**src/rtl/h264_slice_header_scanner_defines.svh**
```systemverilog
// Assertion macros for the slice header scanner.
// Included by the files that carry concurrent checks; needs nothing else.
`ifndef H264_SLICE_HEADER_SCANNER_DEFINES_SVH
`define H264_SLICE_HEADER_SCANNER_DEFINES_SVH

`ifndef SYNTHESIS
// Same-cycle implication, disabled while reset is asserted.
`define SHS_ASSERT_IMPLY(lbl, clk, rst_n, ante, cons) \
	lbl: assert property (@(posedge clk) disable iff (!rst_n) (ante) |-> (cons)) \
		else $error("slice header scanner check failed");
// Next-cycle implication, disabled while reset is asserted.
`define SHS_ASSERT_NEXT(lbl, clk, rst_n, ante, cons) \
	lbl: assert property (@(posedge clk) disable iff (!rst_n) (ante) |=> (cons)) \
		else $error("slice header scanner check failed");
`else
`define SHS_ASSERT_IMPLY(lbl, clk, rst_n, ante, cons)
`define SHS_ASSERT_NEXT(lbl, clk, rst_n, ante, cons)
`endif

`endif

```
**src/rtl/h264shs_pkg.sv**
```systemverilog
// Shared types, constants and helpers of the slice header scanner.
// Used by the window, the decoder and the top level.
package h264shs_pkg;

	localparam int WinLen = 9;

	localparam logic [5:0]  WIDTH_UNLEARNED = 6'd63;
	localparam logic [31:0] TIME_STEP       = 32'd88;
	localparam logic [15:0] MIN_SKIP_LEN    = 16'd5;

	localparam logic [7:0] NAL_HDR_21 = 8'h21;
	localparam logic [7:0] NAL_HDR_25 = 8'h25;
	localparam logic [7:0] NAL_HDR_41 = 8'h41;
	localparam logic [7:0] NAL_HDR_45 = 8'h45;
	localparam logic [7:0] NAL_HDR_61 = 8'h61;
	localparam logic [7:0] NAL_HDR_65 = 8'h65;

	localparam logic [7:0] PAT_I5_MASK = 8'hF8;
	localparam logic [7:0] PAT_I5_VAL  = 8'hB8;
	localparam logic [7:0] PAT_I9_VAL  = 8'h88;
	localparam logic [7:0] PAT_P3_MASK = 8'hE0;
	localparam logic [7:0] PAT_P3_VAL  = 8'hE0;
	localparam logic [7:0] PAT_P7_MASK = 8'hFE;
	localparam logic [7:0] PAT_P7_VAL  = 8'h9A;

	typedef logic [WinLen-1:0][7:0] window_t;

	typedef struct packed {
		logic [7:0] data_byte;
	} in_item_t;

	typedef struct packed {
		logic [15:0] nal_size;
		logic        is_intra;
		logic [27:0] frame_number;
		logic        accepted;
		logic [31:0] present_time;
	} hdr_item_t;

	// Decoder verdict on the current window.
	typedef struct packed {
		logic        hit;
		logic        intra;
		logic [15:0] len;
		logic [5:0]  width_next;
		logic [27:0] num;
	} dec_t;

	function automatic logic nal_header_ok(input logic [7:0] h);
		return (h == NAL_HDR_21) || (h == NAL_HDR_25) || (h == NAL_HDR_41) ||
		       (h == NAL_HDR_45) || (h == NAL_HDR_61) || (h == NAL_HDR_65);
	endfunction

endpackage

```
**src/rtl/h264shs_chan_if.sv**
```systemverilog
// Valid/ready channel carrying one request payload.
// Payload type is a parameter; the scanner uses types from h264shs_pkg.
interface h264shs_chan_if #(parameter type payload_t = logic [7:0]) ();
	logic     valid;
	logic     ready;
	payload_t payload;

	modport source (output valid, output payload, input ready);
	modport sink (input valid, input payload, output ready);
endinterface

```
**src/rtl/h264shs_window.sv**
```systemverilog
// Nine-byte sliding window of the stream, oldest byte at index 0.
// Depends on h264shs_pkg for the window type.
module h264shs_window (
	input  logic                clk,
	input  logic                arst_n,
	input  logic                shift_en,
	input  logic [7:0]          new_byte,
	output h264shs_pkg::window_t win_next
);
	import h264shs_pkg::*;

	window_t win_q;

	// The decoder looks at the window as it will be after this byte.
	assign win_next = {new_byte, win_q[WinLen-1:1]};

	always_ff @(posedge clk or negedge arst_n) begin
		if (!arst_n) begin
			win_q <= '0;
		end else if (shift_en) begin
			win_q <= win_next;
		end
	end
endmodule

```
**src/rtl/h264shs_decode.sv**
```systemverilog
// Slice header decoder: pattern match, frame number width learning and extraction.
// Purely combinational; depends on h264shs_pkg.
module h264shs_decode (
	input  h264shs_pkg::window_t win,
	input  logic [5:0]           number_width,
	output h264shs_pkg::dec_t    dec
);
	import h264shs_pkg::*;

	logic [31:0] word;
	logic [31:0] lead;
	logic [31:0] srch;
	logic        pat_hit;
	logic        intra;
	logic [5:0]  first_pos;
	logic [5:0]  width_next;

	assign word = {win[5], win[6], win[7], win[8]};

	// The search never looks at the bit position where the last word bit lands.
	always_comb begin
		pat_hit = 1'b1;
		intra   = 1'b0;
		lead    = '0;
		srch    = '0;
		priority if ((win[5] & PAT_I5_MASK) == PAT_I5_VAL) begin
			intra = 1'b1;
			lead  = word << 5;
			srch  = lead & (32'hFFFF_FFFF << 6);
		end else if (win[5] == PAT_I9_VAL && win[6][7]) begin
			intra = 1'b1;
			lead  = word << 9;
			srch  = lead & (32'hFFFF_FFFF << 10);
		end else if ((win[5] & PAT_P3_MASK) == PAT_P3_VAL) begin
			lead = word << 3;
			srch = lead & (32'hFFFF_FFFF << 4);
		end else if ((win[5] & PAT_P7_MASK) == PAT_P7_VAL) begin
			lead = word << 7;
			srch = lead & (32'hFFFF_FFFF << 8);
		end else begin
			pat_hit = 1'b0;
		end
	end

	// Priority encoder: the most significant set bit wins, width counts from 1.
	always_comb begin
		first_pos = '0;
		for (int i = 0; i < 32; i++) begin
			if (srch[i]) begin
				first_pos = 6'(32 - i);
			end
		end
	end

	always_comb begin
		if (number_width == WIDTH_UNLEARNED) begin
			width_next = '0;
		end else if (number_width == '0 && srch != '0) begin
			width_next = first_pos;
		end else begin
			width_next = number_width;
		end
	end

	always_comb begin
		dec.hit        = (win[0] == '0) && (win[1] == '0) && nal_header_ok(win[4]) && pat_hit;
		dec.intra      = intra;
		dec.len        = {win[2], win[3]};
		dec.width_next = width_next;
		if (width_next != '0 && width_next <= 6'd31) begin
			dec.num = 28'(lead >> (6'd32 - width_next));
		end else begin
			dec.num = '0;
		end
	end
endmodule

```
**src/rtl/h264_slice_header_scanner.sv**
```systemverilog
// Slice header scanner for a length-prefixed H.264 byte stream.
// The stream channel takes one data_byte per request; the header channel gives
// one request per slice header that is found and has a nonzero NAL length.
// Each result carries the NAL length, slice kind, frame number, whether it is
// accepted (a P slice must follow the last accepted one) and presentation time.
// Throughput: one byte per cycle while the receiver does not stall. A byte is
// held in the input register; window shift, header match and frame number
// priority encode run combinationally into the output register, which offers
// the result. After an accepted header the next (length - 5) bytes, none for a
// length under 5, are consumed at the same rate without entering the window.
// When the receiver stalls, the output register holds its request; the input
// register takes one more byte only if empty, then the stream side stalls too.
// Reset clears the window, the skip count, the time and the last frame number,
// and marks the frame number width as not yet learned. No clearing pass runs.
// Depends on h264shs_pkg, h264shs_chan_if, h264shs_window and h264shs_decode.
`include "h264_slice_header_scanner_defines.svh"

module h264_slice_header_scanner (
	input  logic           clk,
	input  logic           arst_n,
	h264shs_chan_if.sink   stream,
	h264shs_chan_if.source header
);
	import h264shs_pkg::*;

	logic        valid_s1;
	in_item_t    item_s1;
	logic        fire;
	logic        skipping;
	logic        shift_en;
	logic        hdr_seen;
	logic        res_load;
	logic        rejected;
	logic        out_valid_q;
	hdr_item_t   out_q;
	logic [15:0] skip_left_q;
	logic [5:0]  number_width_q;
	logic [27:0] last_number_q;
	logic [31:0] time_accum_q;
	window_t     win_next;
	dec_t        dec;

	assign fire         = valid_s1 && (!out_valid_q || header.ready);
	assign stream.ready = !valid_s1 || fire;

	always_ff @(posedge clk or negedge arst_n) begin
		if (!arst_n) begin
			valid_s1 <= 1'b0;
		end else if (stream.ready) begin
			valid_s1 <= stream.valid;
		end
	end

	always_ff @(posedge clk) begin
		if (stream.ready && stream.valid) begin
			item_s1 <= stream.payload;
		end
	end

	assign skipping = (skip_left_q != '0);
	assign shift_en = fire && !skipping;

	h264shs_window u_window (
		.clk      (clk),
		.arst_n   (arst_n),
		.shift_en (shift_en),
		.new_byte (item_s1.data_byte),
		.win_next (win_next)
	);

	h264shs_decode u_decode (
		.win          (win_next),
		.number_width (number_width_q),
		.dec          (dec)
	);

	assign hdr_seen = shift_en && dec.hit;
	assign res_load = hdr_seen && (dec.len != '0);
	assign rejected = !dec.intra && ({1'b0, dec.num} != ({1'b0, last_number_q} + 29'd1));

	always_ff @(posedge clk or negedge arst_n) begin
		if (!arst_n) begin
			skip_left_q    <= '0;
			number_width_q <= WIDTH_UNLEARNED;
			last_number_q  <= '0;
			time_accum_q   <= '0;
		end else begin
			if (fire && skipping) begin
				skip_left_q <= skip_left_q - 16'd1;
			end
			if (hdr_seen) begin
				number_width_q <= dec.width_next;
			end
			if (res_load && !rejected) begin
				last_number_q <= dec.num;
				time_accum_q  <= time_accum_q + TIME_STEP;
				skip_left_q   <= (dec.len >= MIN_SKIP_LEN) ? (dec.len - MIN_SKIP_LEN) : '0;
			end
		end
	end

	always_ff @(posedge clk or negedge arst_n) begin
		if (!arst_n) begin
			out_valid_q <= 1'b0;
		end else if (res_load) begin
			out_valid_q <= 1'b1;
		end else if (header.ready) begin
			out_valid_q <= 1'b0;
		end
	end

	always_ff @(posedge clk) begin
		if (res_load) begin
			out_q.nal_size     <= dec.len;
			out_q.is_intra     <= dec.intra;
			out_q.frame_number <= dec.num;
			out_q.accepted     <= !rejected;
			out_q.present_time <= time_accum_q;
		end
	end

	assign header.valid   = out_valid_q;
	assign header.payload = out_q;

	// Bytes inside a skipped payload never produce a header.
	`SHS_ASSERT_IMPLY(a_skip_quiet, clk, arst_n, fire && skipping, !res_load)
	// Only P slices can be rejected.
	`SHS_ASSERT_IMPLY(a_reject_p_only, clk, arst_n, out_valid_q && !out_q.accepted, !out_q.is_intra)
	// Once a header has been seen the width never returns to the unlearned marker.
	`SHS_ASSERT_NEXT(a_width_sticky, clk, arst_n, number_width_q != WIDTH_UNLEARNED,
		number_width_q != WIDTH_UNLEARNED)
	// An accepted header advances the time by one frame step.
	`SHS_ASSERT_NEXT(a_time_step, clk, arst_n, res_load && !rejected,
		time_accum_q == ($past(time_accum_q) + TIME_STEP))
endmodule
```
**src/flat_wrapper.sv**
```systemverilog
// flat-port wrapper written by rule: the top's interface ports become plain ports
module h264_slice_header_scanner_flat import h264shs_pkg::*;
  (clk, arst_n, stream_valid, stream_payload, stream_ready, header_valid, header_payload, header_ready);
  h264shs_chan_if stream_i ();
  h264shs_chan_if header_i ();
  input  logic clk;
  input  logic arst_n;
  input wire logic [$bits(stream_i.valid)-1:0] stream_valid;
  input wire logic [$bits(stream_i.payload)-1:0] stream_payload;
  output wire logic [$bits(stream_i.ready)-1:0] stream_ready;
  output wire logic [$bits(header_i.valid)-1:0] header_valid;
  output wire logic [$bits(header_i.payload)-1:0] header_payload;
  input wire logic [$bits(header_i.ready)-1:0] header_ready;
  assign stream_i.valid = stream_valid;
  assign stream_i.payload = stream_payload;
  assign stream_ready = stream_i.ready;
  assign header_valid = header_i.valid;
  assign header_payload = header_i.payload;
  assign header_i.ready = header_ready;
  h264_slice_header_scanner u_core (.clk(clk), .arst_n(arst_n), .stream(stream_i), .header(header_i));
endmodule
```
**config.mk**
```make
export PLATFORM = sky130hd
export DESIGN_NAME = h264_slice_header_scanner_flat
export DESIGN_NICKNAME = d
export VERILOG_FILES = /design/src/rtl/h264shs_pkg.sv /design/src/rtl/h264shs_chan_if.sv /design/src/rtl/h264shs_window.sv /design/src/rtl/h264shs_decode.sv /design/src/rtl/h264_slice_header_scanner.sv /design/src/flat_wrapper.sv
export VERILOG_INCLUDE_DIRS = /design/src /design/src/rtl
export SDC_FILE = /design/constraint.sdc
export NUM_CORES = 1
export LEC_CHECK = 0
export ABC_AREA = 1
export BUFFER_PORTS_ARGS = -buffer_cell sky130_fd_sc_hd__buf_2
export CAP_MARGIN = 10
export CORE_ASPECT_RATIO = 1.4
export CORE_UTILIZATION = 25
export CTS_CLUSTER_SIZE = 25
export DETAILED_ROUTE_END_ITERATION = 12
export HOLD_SLACK_MARGIN = 0.03
export PLACE_DENSITY = 0.46
export SLEW_MARGIN = 10
export SYNTH_ARGS = -nofsm -noshare
export SYNTH_HDL_FRONTEND = slang
export SYNTH_SLANG_ARGS = --single-unit
```
**constraint.sdc**
```tcl
create_clock -name clk -period 7.2 [get_ports clk]
set_input_delay 1.44 -clock clk [delete_from_list [all_inputs] [get_ports clk]]
set_output_delay 1.44 -clock clk [all_outputs]
set_load 0.02 [all_outputs]
```
# Word-level counts from Yosys, hierarchy flattened
# Index checks and enable logic that the tools add are counted.
classes:
  n_shift: 1
  add_sub_neg: 5
  n_reduce_logical: 35
  n_eq_ne: 12
  mux: 54
  n_lt_le_gt_ge: 2
  n_div: 0
  multipliers: 0
  bitwise_logic: 0
op_table:
  columns: ["op", "count"]
  rows:
  - ["32-bit 2-to-1 mux", 8]
  - ["6-bit 2-to-1 mux", 34]
  - ["16-bit 2-to-1 mux", 3]
  - ["32-bit by 7-bit adder with 32-bit output (second input constant)", 1]
  - ["8-bit by 7-bit == test with 1-bit output (second input constant)", 4]
  - ["16-bit nonzero test", 2]
  - ["32-bit nonzero test", 1]
  - ["32-bit by 6-bit right shift with 28-bit output", 1]
  - ["28-bit by 1-bit adder with 29-bit output (second input constant)", 1]
  - ["28-bit by 29-bit inequality test with 1-bit output", 1]
  - ["28-bit 2-to-1 mux", 1]
  - ["8-bit by 6-bit == test with 1-bit output (second input constant)", 2]
  - ["16-bit by 3-bit greater-or-equal comparator with 1-bit output (second input constant)", 1]
  - ["8-bit zero test", 2]
  - ["16-bit by 1-bit subtractor with 16-bit output (second input constant)", 1]
  - ["16-bit by 3-bit subtractor with 16-bit output (second input constant)", 1]
  - ["1-bit logical AND", 14]
  - ["8-bit == test (second input constant)", 1]
  - ["1-bit 2-to-1 mux", 8]
  - ["7-bit == test (second input constant)", 1]
  - ["1-bit logical OR", 7]
  - ["6-bit == test (second input constant)", 1]
  - ["6-bit by 5-bit <= comparator with 1-bit output (second input constant)", 1]
  - ["6-bit zero test", 1]
  - ["other kinds (6)", 11]
totals:
  latchBits: 0
  input_bits: 12
  mem_bits_rw: 0
  romBits: 0
  word_cells: 125
  out_inout_bits: 10
  mem_count: 0
  ff_bits: 164

# Logic depth before layout (Yosys ltp)
depth:
  word_depth: 47
  ltp_mapped: 55
  ltp_nobuf: 53

# Modules after synthesis
# Synthesis repeated with hierarchy kept, for this count alone.
unflattened:
  cells_unflattened: 1612
  area_unflattened_um2: 10652.7
by_module_without_submodules:
  columns: ["module", "instances", "area_each_um2", "cells_each", "seq_area_each_um2"]
  rows:
  - ["h264_slice_header_scanner", 1, 4789.6, 662, 1824.2]
  - ["h264shs_decode", 1, 3357.0, 672, 0.0]
  - ["h264shs_window", 1, 2506.2, 278, 1601.5]

# Worst setup path before layout
# No wires, ideal clock.
synth_path:
  kind: "reg-to-reg"
  from: "register u_core.u_window.win_q (netlist bit u_core.u_window.win_next[47])"
  to: "register u_core.last_number_q[6]"
  slack_ps: 2208
  path_stages_with_launch: 38
  path_buffers: 6
  setup_ps: 119
  arrival_ps: 4873
  period_less_slack_ps: 4992
  required_time_ps: 7081
  path_cell_list: "dfrtp_1 > inv_1 > nor2_4 > nand2_4 > inv_2 > buf_2 > buf_6 > a221oi_1 > inv_1 > nor2_1 > nand2_1 > nor4_2 > nand2_1 > nand2_2 > nor2_1 > nand2_2 > nand2_4 > buf_2 > (+2 left out) > clkinv_1 > clkbuf_1 > nand3_1 > nand2_1 > nand3_1 > a21oi_1 > nand2_1 > nand2_1 > nand2_1 > nor2_1 > nand3_1 > nor2_1 > nand2_2 > nand2_4 > nand2_4 > buf_4 > nand2_1 > o21ai_2"
synth_between:
  elab_chain_len: 45
  elab_cells_between_ends: 69
  classes_between: "1 x add/sub; 1 x order compare; 5 x eq/ne; 1 x shift; 49 x mux; 12 x reduce/logical"
synth_rtl:
  columns: ["element", "line", "rtl"]
  rows:
  - ["start, declared", "h264shs_window.sv:12", "window_t win_q;"]
  - ["start signal, assigned", "h264shs_window.sv:21", "win_q <= win_next;"]
  - ["8-bit == test or 3-bit == test (tied branches)", "h264shs_decode.sv:30, h264shs_decode.sv:34", null]
  - ["1-bit logical AND or 32-bit 2-to-1 mux (tied branches)", "h264shs_decode.sv:30, h264shs_decode.sv:34", null]
  - ["32-bit 2-to-1 mux", "h264shs_decode.sv:30", "end else if (win[5] == PAT_I9_VAL && win[6][7]) begin"]
  - ["32-bit 2-to-1 mux", "h264shs_decode.sv:26", "priority if ((win[5] & PAT_I5_MASK) == PAT_I5_VAL) begin"]
  - ["6-bit 2-to-1 mux (32 in series)", "h264shs_decode.sv:49", "if (srch[i]) begin"]
  - ["6-bit 2-to-1 mux", "h264shs_decode.sv:58", "end else if (number_width == '0 && srch != '0) begin"]
  - ["6-bit 2-to-1 mux", "h264shs_decode.sv:56", "if (number_width == WIDTH_UNLEARNED) begin"]
  - ["6-bit subtractor (tied with other cells)", "h264shs_decode.sv:71", "dec.num = 28'(lead >> (6'd32 - width_next));"]
  - ["32-bit by 6-bit right shift with 28-bit output or 1-bit logical AND (tied branches)", "h264shs_decode.sv:71, h264shs_decode.sv:70", null]
  - ["28-bit 2-to-1 mux", "h264shs_decode.sv:70", "if (width_next != '0 && width_next <= 6'd31) begin"]
  - ["28-bit by 29-bit inequality test with 1-bit output", "h264_slice_header_scanner.sv:79", "assign rejected = !dec.intra && ({1'b0, dec.num} != ({1'b0, last_number_q} + 29'd1));"]
  - ["1-bit logical AND", "h264_slice_header_scanner.sv:79", null]
  - ["1-bit zero test", "h264_slice_header_scanner.sv:94", "if (res_load && !rejected) begin"]
  - ["1-bit logical AND", "h264_slice_header_scanner.sv:94", null]
  - ["end signal, assigned", "h264_slice_header_scanner.sv:95", "last_number_q <= dec.num;"]
  - ["end, declared", "h264_slice_header_scanner.sv:38", "logic [27:0] last_number_q;"]
# Several ways; a longest one is shown, not always the timed one.
# A chain may end at the register's enable or synchronous reset.

# Worst setup path in the final report
layout_path:
  from: "register u_core.u_window.win_q (netlist bit u_core.u_window.win_next[46])"
  to: "register u_core.last_number_q[0]"
# Same word-level chain as after synthesis.

==> results.toml <==
[critical_path]
endpoint = "u_core.last_number_q[0]"
critPathMaxFanout = 50
r2r-end = "u_core.last_number_q[0]"
reg2reg_depth = 50
crit_top_cell = "nand2_1"
critical_path_class = "register to register"
rrSetupSlack_ns = 0.84
critPathMaxStageDelay_ns = 0.44
cp_slowest_cell = "dfrtp_1"
critPathCaptureType = "register"
cp.required_ns = 7.53
r2r-start = "u_core.u_window.win_next[46]"
crit_path_start = "u_core.u_window.win_next[46]"
cp.arrival_ns = 6.68
critPathLaunchType = "register"

[synth]
synth-edff-count = 13
synth_area_mm2 = 0.0103
synth_area_leaders = "dfrtp_1 (28%), nand2_1 (16%), nand3_1 (13%), inv_1 (6.1%), o21ai_0 (4.3%)"
syn_avg_cell_area_um2 = 6.63
synth_compound_area_frac = 0.124
synth_top_family_by_area = "simple AND/OR/NAND/NOR gates"
synth_area_leader_cell = "dfrtp_1"
yosys.area_share.simple = 0.395
synth.distinct_cells = 50
synth_mux_area_frac = 0.000970
synth_warnings = 0
yosysSeqAreaShare = 0.332
netlist.area_leader.share = 0.279
ys_ff_latch = 134
synth_xor_area_frac = 0.0349
synthCells = 1558
async_flop_share = 0.903
synth_ff_type = "dfrtp_1"
synth_adder_area_share = 0.00727

[sta]
timing.hold.ws_ns = 0.446
fin_crit_ns = 6.36
fin_tns_setup_ns = 0
slew_headroom = 0.269
period_share = 0.883
slew_viol_final = 0
hold_viol = 0
skew_ns = 0.0233
max_freq_mhz = 157
tightest_slew_ns = 1.09
rsz0062_at_grt = "no"
finalSetupViolCount = 0

[cts]
clock_sinks = 134
clock_latency_ns = 0.46
htree_levels = 4
post_cts_buffers = 0
clockRootBuffer = "clkbuf_16"
path_clk_slew_ns = 0.07
numCtsBuffers = 17
cts_tree = "built"
cts_buffer_depth = 2

[detailed_routing]
viasPerCell = 4.85
drtIter0Drc = 799
num_vias = 10155
drc = 0
ant_nets = 0
wl_per_cell_um = 15.8
wl_um = 33100
drtPass1Iterations = 5

[layout]
diodes = 0
drive_above_1_share = 0.0942
fillers = 4557
postLayoutCoreUtil = 0.283
final_common_cell = "nand2_1"
area_growth_pct = 10.9
fin_nets = 1566
layout_common_cells = "nand2_1 (437), nand3_1 (259), inv_1 (167), dfrtp_1 (115), nor2_1 (109)"

[grt]
first_global_vias = 9735
grtUsageTotal = 0.159
grt_pass1_wl_um = 53100
grt_max_degree = 113
grt_overflow = 0
antenna_found_initial = 0

[floorplanning]
dieArea_mm2 = 0.0421
std_cell_rows = 87
die-width_um = 174
start_util = 0.255
io_pins = 22
die-height_um = 242
core_area_mm2 = 0.0405

[job]
maxCapViolations = 0

[pwr]
swShare = 0.410
power.leakage_nw = 5.22
peakVddDrop_mv = 0.180
p_seq_frac = 0.340
comb_power_share = 0.330
power_density_mw_per_mm2 = 244
clkPwrFrac = 0.330
p_sw_w = 0.00115
internal_power_w = 0.00165

[placement]
port_buffers = 18
dp_hpwl_um = 25200
place.gp.congestion = 0.860

[min_path]
min_path_type = "register to register"

[outcome]
status = "finished, final reports clean"
==> routing by layer <==
layer  up-vias  global-route usage  part of all wire
met3        56              0.0144             0.017
met5         -                   0                 0
met1      4776               0.185              0.43
met2       170               0.289              0.52
li1       5153                   -                 -
met4         0              0.0800             0.038
==> state kept, by name, summed over array words and instances, names as in the netlist <==
| name | flops |
|---|---|
| u_core.time_accum_q | 5 |
| u_core.last_number_q | 28 |
| u_core.header.valid | 1 |
| u_core.item_s1 | 8 |
| u_core.u_window.win_next | 64 |
| u_core.skip_left_q | 16 |
| u_core.number_width_q | 6 |
| u_core.valid_s1 | 1 |
| u_core.header.payload | 5 |
==> worst min path at each step <==
stage                                 from                  endpoint  slack [ns]  cells past startpoint
finish              u_core.time_accum_q[3]  u_core.header.payload[3]        0.45                      0
global placement    u_core.time_accum_q[3]  u_core.header.payload[3]        0.43                      0
CTS                 u_core.time_accum_q[3]  u_core.header.payload[3]        0.45                      0
detailed placement  u_core.time_accum_q[3]  u_core.header.payload[3]        0.43                      0
global route        u_core.time_accum_q[3]  u_core.header.payload[3]        0.46                      0
floorplan           u_core.time_accum_q[3]  u_core.header.payload[3]        0.42                      0
==> through the flow <==
step | cell area, um^2 | power, W | instances | worst slack [ns]
3_3_place_gp | 10800 | 0.00188 | 2063 | 0.756
2_1_floorplan | 10300 | 0.00162 | 1560 | 2.21
3_5_place_dp | 10800 | 0.00188 | 2063 | 0.769
4_1_cts | 11400 | 0.00283 | 2095 | 0.747
6_report | 11400 | 0.00280 | 2095 | 0.844
5_1_grt | 11400 | 0.00300 | 2095 | 0.0756
==> area by class of cell <==
type | count | area (um^2) | area share
flip-flops and latches | 134 | 3430 | 0.299
multi-input cells | 1173 | 5830 | 0.509
well taps | 534 | 668 | 0.0584
clock inverters | 15 | 179 | 0.0156
repair buffers | 33 | 213 | 0.0186
clock buffers | 17 | 425 | 0.0372
inverters | 189 | 711 | 0.0621
==> cell usage after synthesis, types with 2 or more instances <==
master and count:
nand3_1 259, clkbuf_1 29, nand3b_1 2, dfrtp_1 115, or2_2 6, xor2_1 32
o21ai_1 21, nor2_1 110, nor2_4 2, inv_2 19, o22ai_1 20, buf_2 15
nand2_1 437, nor3_1 22, o21ai_0 88, a221oi_1 9, inv_1 167, o21ai_2 18
dfstp_2 6, edfxtp_1 13, ha_1 6, a21oi_1 29, nor4_1 18, nand4_1 41
o211ai_1 3, nand3_2 2, nand2_4 4, and2_1 4, xnor2_1 6, buf_4 9
clkinv_1 3, buf_6 11, a221oi_2 9, nand2_2 7
==> what timing repair did <==
item / 4_1_cts / 5_1_grt
setup endpoints to repair: 0 / 12
gates resized for setup: 0 / 2
hold buffers: 0 / 0
==> critical path: cells and delay by family, from the launching register on <==
kind            cells  cell delay, ns
fa+ha+maj           1            0.30
flops               1            0.44
buf+inv             5            1.28
simple gates       42            4.00
compound gates      2            0.16
==> power groups by stage <==
stage	clock network [W]	logic, W	registers (W)
global route	0.000973	0.00106	0.000965
floorplan	0	0.000684	0.000934
finish	0.000923	0.000924	0.000952
detailed placement	0	0.000919	0.000963
CTS	0.000951	0.000924	0.000950
global placement	0	0.000919	0.000964
==> cells by family (layout without fill, tap and decap cells) <==
group,Yosys count,after routing
AND/OR/NAND/NOR,919,919
buffers and inverters,253,254
AO/OA/AOI/OAI,205,205
flip-flops,134,134
XOR/XNOR,39,39
adder cells (fa/ha/maj),6,6
other,1,3
multiplexers,1,1
Note: power is estimated with default switching activity, not from simulation.
